File: src/hdl/k_stacks_shared_buffer_unit_macros.svh
// Assertion macros shared by the shared-buffer stack unit modules.
`ifndef K_STACKS_SHARED_BUFFER_UNIT_MACROS_SVH
`define K_STACKS_SHARED_BUFFER_UNIT_MACROS_SVH

// Checked at every clock edge outside reset.
`define KSB_ASSERT(name, expr, msg) \
   name: assert property (@(posedge clock) disable iff (reset) (expr)) else $error(msg);

// Checked at every clock edge, reset included.
`define KSB_ASSERT_ALWAYS(name, expr, msg) \
   name: assert property (@(posedge clock) (expr)) else $error(msg);

`endif

File: src/hdl/ksb_pkg.sv
// Shared types and constants of the shared-buffer stack unit.
package ksb_pkg;

   // Default sizes.
   localparam int DEPTH_DEF  = 256;
   localparam int STACKS_DEF = 8;

   // Field widths.
   localparam int DATA_W   = 32;
   localparam int STATUS_W = 2;
   localparam int INDEX_W  = 3;

   // Operation codes.
   localparam logic FUNC_PUSH = 1'b0;
   localparam logic FUNC_POP  = 1'b1;

   // Status codes.
   localparam logic [STATUS_W-1:0] STATUS_OK        = 2'd0;
   localparam logic [STATUS_W-1:0] STATUS_OVERFLOW  = 2'd1;
   localparam logic [STATUS_W-1:0] STATUS_UNDERFLOW = 2'd2;

   // Value returned by a pop on an empty stack.
   localparam logic [DATA_W-1:0] POP_EMPTY_VALUE = '1;

   // Commands from the controller to the datapath.
   typedef struct packed {
      logic accept;         // latch the incoming word
      logic link_at_top;    // link read address follows the stack top
      logic push_fin;       // complete a push, load result
      logic pop_fin;        // complete a pop, load result
      logic underflow_fin;  // report pop on an empty stack
   } ksb_cmd_type;

   // Status from the datapath to the controller.
   typedef struct packed {
      logic is_pop;
      logic top_null;
   } ksb_stat_type;

endpackage

File: src/hdl/ksb_ctrl.sv
// Controller state machine of the shared-buffer stack unit.
`include "k_stacks_shared_buffer_unit_macros.svh"
module ksb_ctrl
   import ksb_pkg::*;
(
   input  logic         clock,
   input  logic         reset,
   input  logic         req_tvalid,
   output logic         req_tready,
   output logic         rsp_tvalid,
   input  logic         rsp_tready,
   input  ksb_stat_type stat,
   output ksb_cmd_type  cmd
);

   localparam logic [1:0] ST_IDLE = 2'd0;
   localparam logic [1:0] ST_TOP  = 2'd1;
   localparam logic [1:0] ST_POP  = 2'd2;

   logic [1:0] state_ff, state_in;
   logic       rsp_valid_ff, rsp_valid_in;
   logic       out_free;
   logic       load_out;

   // The result register can take a word when empty or being drained.
   assign out_free   = !rsp_valid_ff || rsp_tready;
   assign req_tready = (state_ff == ST_IDLE);
   assign rsp_tvalid = rsp_valid_ff;

   // Next state and commands.
   always_comb begin
      state_in          = state_ff;
      cmd               = '0;
      cmd.accept        = req_tvalid && req_tready;
      cmd.link_at_top   = ((state_ff == ST_TOP) && stat.is_pop) || (state_ff == ST_POP);
      case (state_ff)
         ST_IDLE: begin
            if (cmd.accept) begin
               state_in = ST_TOP;
            end
         end
         ST_TOP: begin
            if (!stat.is_pop) begin
               if (out_free) begin
                  cmd.push_fin = 1'b1;
                  state_in     = ST_IDLE;
               end
            end else if (stat.top_null) begin
               if (out_free) begin
                  cmd.underflow_fin = 1'b1;
                  state_in          = ST_IDLE;
               end
            end else begin
               state_in = ST_POP;
            end
         end
         ST_POP: begin
            if (out_free) begin
               cmd.pop_fin = 1'b1;
               state_in    = ST_IDLE;
            end
         end
         default: begin
            state_in = ST_IDLE;
         end
      endcase
   end

   assign load_out = cmd.push_fin || cmd.pop_fin || cmd.underflow_fin;

   // Result valid flag.
   always_comb begin
      rsp_valid_in = rsp_valid_ff;
      if (load_out) begin
         rsp_valid_in = 1'b1;
      end else if (rsp_tready) begin
         rsp_valid_in = 1'b0;
      end
   end

   always_ff @(posedge clock) begin
      if (reset) begin
         state_ff     <= ST_IDLE;
         rsp_valid_ff <= 1'b0;
      end else begin
         state_ff     <= state_in;
         rsp_valid_ff <= rsp_valid_in;
      end
   end

   `KSB_ASSERT(a_accept_to_top, cmd.accept |=> state_ff == ST_TOP, "accept did not start an operation")
   `KSB_ASSERT(a_pop_state_nonempty, state_ff == ST_POP |-> stat.is_pop && !stat.top_null, "pop read on empty stack")
   `KSB_ASSERT(a_one_finish, $onehot0({cmd.push_fin, cmd.pop_fin, cmd.underflow_fin}), "two completions at once")
   `KSB_ASSERT(a_finish_leaves_room, load_out |=> rsp_valid_ff, "completed word not held")

endmodule

File: config.mk
export PLATFORM = sky130hd
export DESIGN_NAME = ksb_ctrl
export DESIGN_NICKNAME = d
export VERILOG_FILES = /design/src/hdl/ksb_pkg.sv /design/src/hdl/ksb_ctrl.sv
export VERILOG_INCLUDE_DIRS = /design/src /design/src/hdl
export SDC_FILE = /design/constraint.sdc
export NUM_CORES = 1
export LEC_CHECK = 0
export BUFFER_PORTS_ARGS = -buffer_cell sky130_fd_sc_hd__buf_2
export CAP_MARGIN = 20
export CORE_AREA = 5 5 42 44
export CTS_BUF_LIST = sky130_fd_sc_hd__clkbuf_2 sky130_fd_sc_hd__clkbuf_4 sky130_fd_sc_hd__clkbuf_8
export DETAILED_ROUTE_END_ITERATION = 10
export DIE_AREA = 0 0 47 49
export SKIP_LAST_GASP = 1
export SYNTH_ARGS = -nofsm -noshare
export SYNTH_HDL_FRONTEND = slang
export SYNTH_SLANG_ARGS = --single-unit
File: constraint.sdc
create_clock -name clock -period 0.8 [get_ports clock]
set_input_delay 0.08 -clock clock [delete_from_list [all_inputs] [get_ports clock]]
set_output_delay 0.08 -clock clock [all_outputs]
set_load 0.01 [all_outputs]
==> flow_metrics.tcl <==
set metrics [dict create \
    drtIter0Drc 12 \
    p_comb_frac 0.232 \
    critPathArrivalTime_ns 1.10 \
    dieWidth_um 47 \
    fin_worst_skew_ns 0.00388 \
    worst_slack_ns -0.379 \
    overflow 0 \
    synth.most_common_cell "nor2_1" \
    core_mm2 0.00140 \
    yosysTopAreaCellShare 0.320 \
    rsz0062_at_grt "yes" \
    grt_max_degree 6 \
    power_w 0.000620 \
    switchingPower_w 0.000160 \
    drtAntennaViolNets 0 \
    post-route-period-util 1.47 \
    timing.final.crit_period_ns 1.18 \
    clock-root-buffer "clkbuf_4" \
    drv_cap 0 \
    start_util 0.134 \
    grt_pass1_wl_um 1050 \
    crit_path_end_kind "primary output" \
    outcome "finished with violations" \
    worst_slew_pin_slew_ns 0.181 \
    diodes 0 \
    routed_via_density 4.07 \
    die_h_um 49 \
    port_buffers 12 \
    clockPowerShare 0.502 \
    dieArea_mm2 0.00230 \
    slew_viol_final 0 \
    area_growth_pct 114 \
    hp-class "in -> reg" \
    synthTopCellsByArea "dfxtp_1 (32%), nor2_1 (10%), nor2b_1 (10%)" \
    avgSynthCellArea_um2 7.51 \
    yosysSeqAreaShare 0.320 \
    dp_hpwl_um 444 \
    final_layout_size_suffix_gt1_frac 0.733 \
    max_slew_margin 0.879 \
    worstReg2RegStart "rsp_tvalid$_SDFFE_PP0P_" \
    antenna_found_initial 0 \
    nets 52 \
    clk_path_buf_depth 2 \
    io_pins 13 \
    cts_buffers 3 \
    p_int_w 0.000460 \
    reg2reg_depth 4 \
    cts_tree "done" \
    routed_wirelength_um 702 \
    start_kind "flop" \
    crit_chain "or2b_1 -> nand2_2 -> nor2_2 -> buf_2" \
    setup_viol 10 \
    worst_hold_path.num_cells 2 \
    synth_common_cells "nor2_1 (5), nand2_1 (4), dfxtp_1 (3), nor2b_1 (3), a31oi_1 (2)" \
    violations "setup timing" \
    leakagePower_nw 0.180 \
    ys_ff_latch 3 \
    clkSlewWorstSetupHoldPaths_ns 0.04 \
    grt_usage 0.0683 \
    crit_type "reg -> out" \
    crit_end "cmd[0]" \
    reg2reg_slack_ns -0.21 \
    insertion_delay_ns 0.24 \
    fin_tns_setup_ns -2.39 \
    seq_power_share 0.267 \
    drc 0 \
    synth-edff-count 0 \
    p_sw_frac 0.259 \
    ir_drop_uv 450 \
    ys_warn_count 0 \
    synth_top_flop_cell "dfxtp_1" \
    vias 248 \
    slowest_delay_ns 0.32 \
    grt_pass1_vias 256 \
    crit_start "rsp_tvalid$_SDFFE_PP0P_" \
    wl_per_cell_um 11.5 \
    cp_max_fo 2 \
    synthArstFlopShare 0 \
    ctsHoldBuffers 0 \
    powerDensity_mw_per_mm2 1540 \
    syn_area_um2 188 \
    dr.pass1.iters 4 \
    r2r_end "state_ff[1]$_SDFFE_PP0P_" \
    cts_max_level 1 \
    syn-num-nets 31 \
    critPathRequiredTime_ns 0.72 \
    synth_top_area_cell "dfxtp_1" \
    fmax_mhz 848 \
    ys_types 13 \
    globalplace.congestion 0.607 \
    synthCells 25 \
    finalHoldViolCount 0 \
    row_count 14 \
    numClockSinks 3 \
    critPathSlowestCell "dfxtp_2" \
]
==> state kept, by name, summed over array words and instances, names as in the netlist <==
signal and count:
state_ff 2, rsp_tvalid 1
==> kinds of logic after synthesis <==
group,synth area share
AND/OR/NAND/NOR,0.567
flip-flops,0.320
AO/OA/AOI/OAI,0.113
==> repair_timing <==
action,in CTS,in global routing
gates cloned,0,0
pin swaps,3,2
buffers inserted,2,1
setup endpoints to repair,10,10
gates resized for setup,7,7
==> area by class of cell <==
cell class	count	area, µm²
Tap cell	16	20.0
Fill cell	156	1000
Sequential cell	3	63.8
Multi-Input combinational cell	22	171
Clock buffer	4	30.0
Timing Repair Buffer	16	116
==> cell usage in the layout, fill, tap and decap left out, types with 2 or more instances in the layout <==
cell type  n
nand2_1    3
dfxtp_2    3
nor2b_4    2
nor2_1     2
buf_4      2
buf_2      9
nor2b_1    2
nand2_2    2
nor2_2     2
clkbuf_4   4
buf_6      5
==> per-stage QoR <==
step | util | cells | worst slack, ns | hold slack, ns | area (µm²)
3_3_place_gp | 0.206 | 55 | -0.125 | 0.274 | 289
2_1_floorplan | - | 25 | -0.0374 | 0.142 | 194
5_1_grt | 0.287 | 61 | -0.428 | 0.0480 | 402
6_report | 0.287 | 61 | -0.379 | 0.0487 | 402
3_5_place_dp | 0.206 | 55 | -0.159 | 0.276 | 289
4_1_cts | 0.263 | 61 | -0.357 | 0.0386 | 368
==> per-layer routing <==
metal / up-vias / wire (µm) / global-route usage
li1: 124 / - / -
met1: 110 / 248 / 0.0681
met2: 12 / 371 / 0.0950
met3: 2 / 59 / 0.0221
met4: 0 / 23 / 0.0829
met5: - / 0 / 0
==> power groups by stage <==
stage / clock network, W / registers (W) / logic (W)
after floorplan: 0 / 0.000167 / 0.0000502
after global placement: 0 / 0.000166 / 0.0000985
after detailed placement: 0 / 0.000166 / 0.000100
after CTS: 0.000324 / 0.000164 / 0.000125
after global routing: 0.000332 / 0.000166 / 0.000156
final: 0.000311 / 0.000165 / 0.000144
==> critical path, delay by kind of cell, from the launching register on <==
family | cells | cell delay, ns
flip-flops | 1 | 0.32
AND/OR/NAND/NOR | 3 | 0.41
buffers and inverters | 1 | 0.13
==> worst min path at each step <==
stage / from / to / slack [ns]
3_3_place_gp: reset / rsp_tvalid$_SDFFE_PP0P_ / 0.27
5_1_grt: reset / rsp_tvalid$_SDFFE_PP0P_ / 0.05
3_5_place_dp: reset / rsp_tvalid$_SDFFE_PP0P_ / 0.28
4_1_cts: reset / rsp_tvalid$_SDFFE_PP0P_ / 0.04
6_report: reset / rsp_tvalid$_SDFFE_PP0P_ / 0.05
2_1_floorplan: reset / rsp_tvalid$_SDFFE_PP0P_ / 0.14
(Power assumes the default switching activity.)
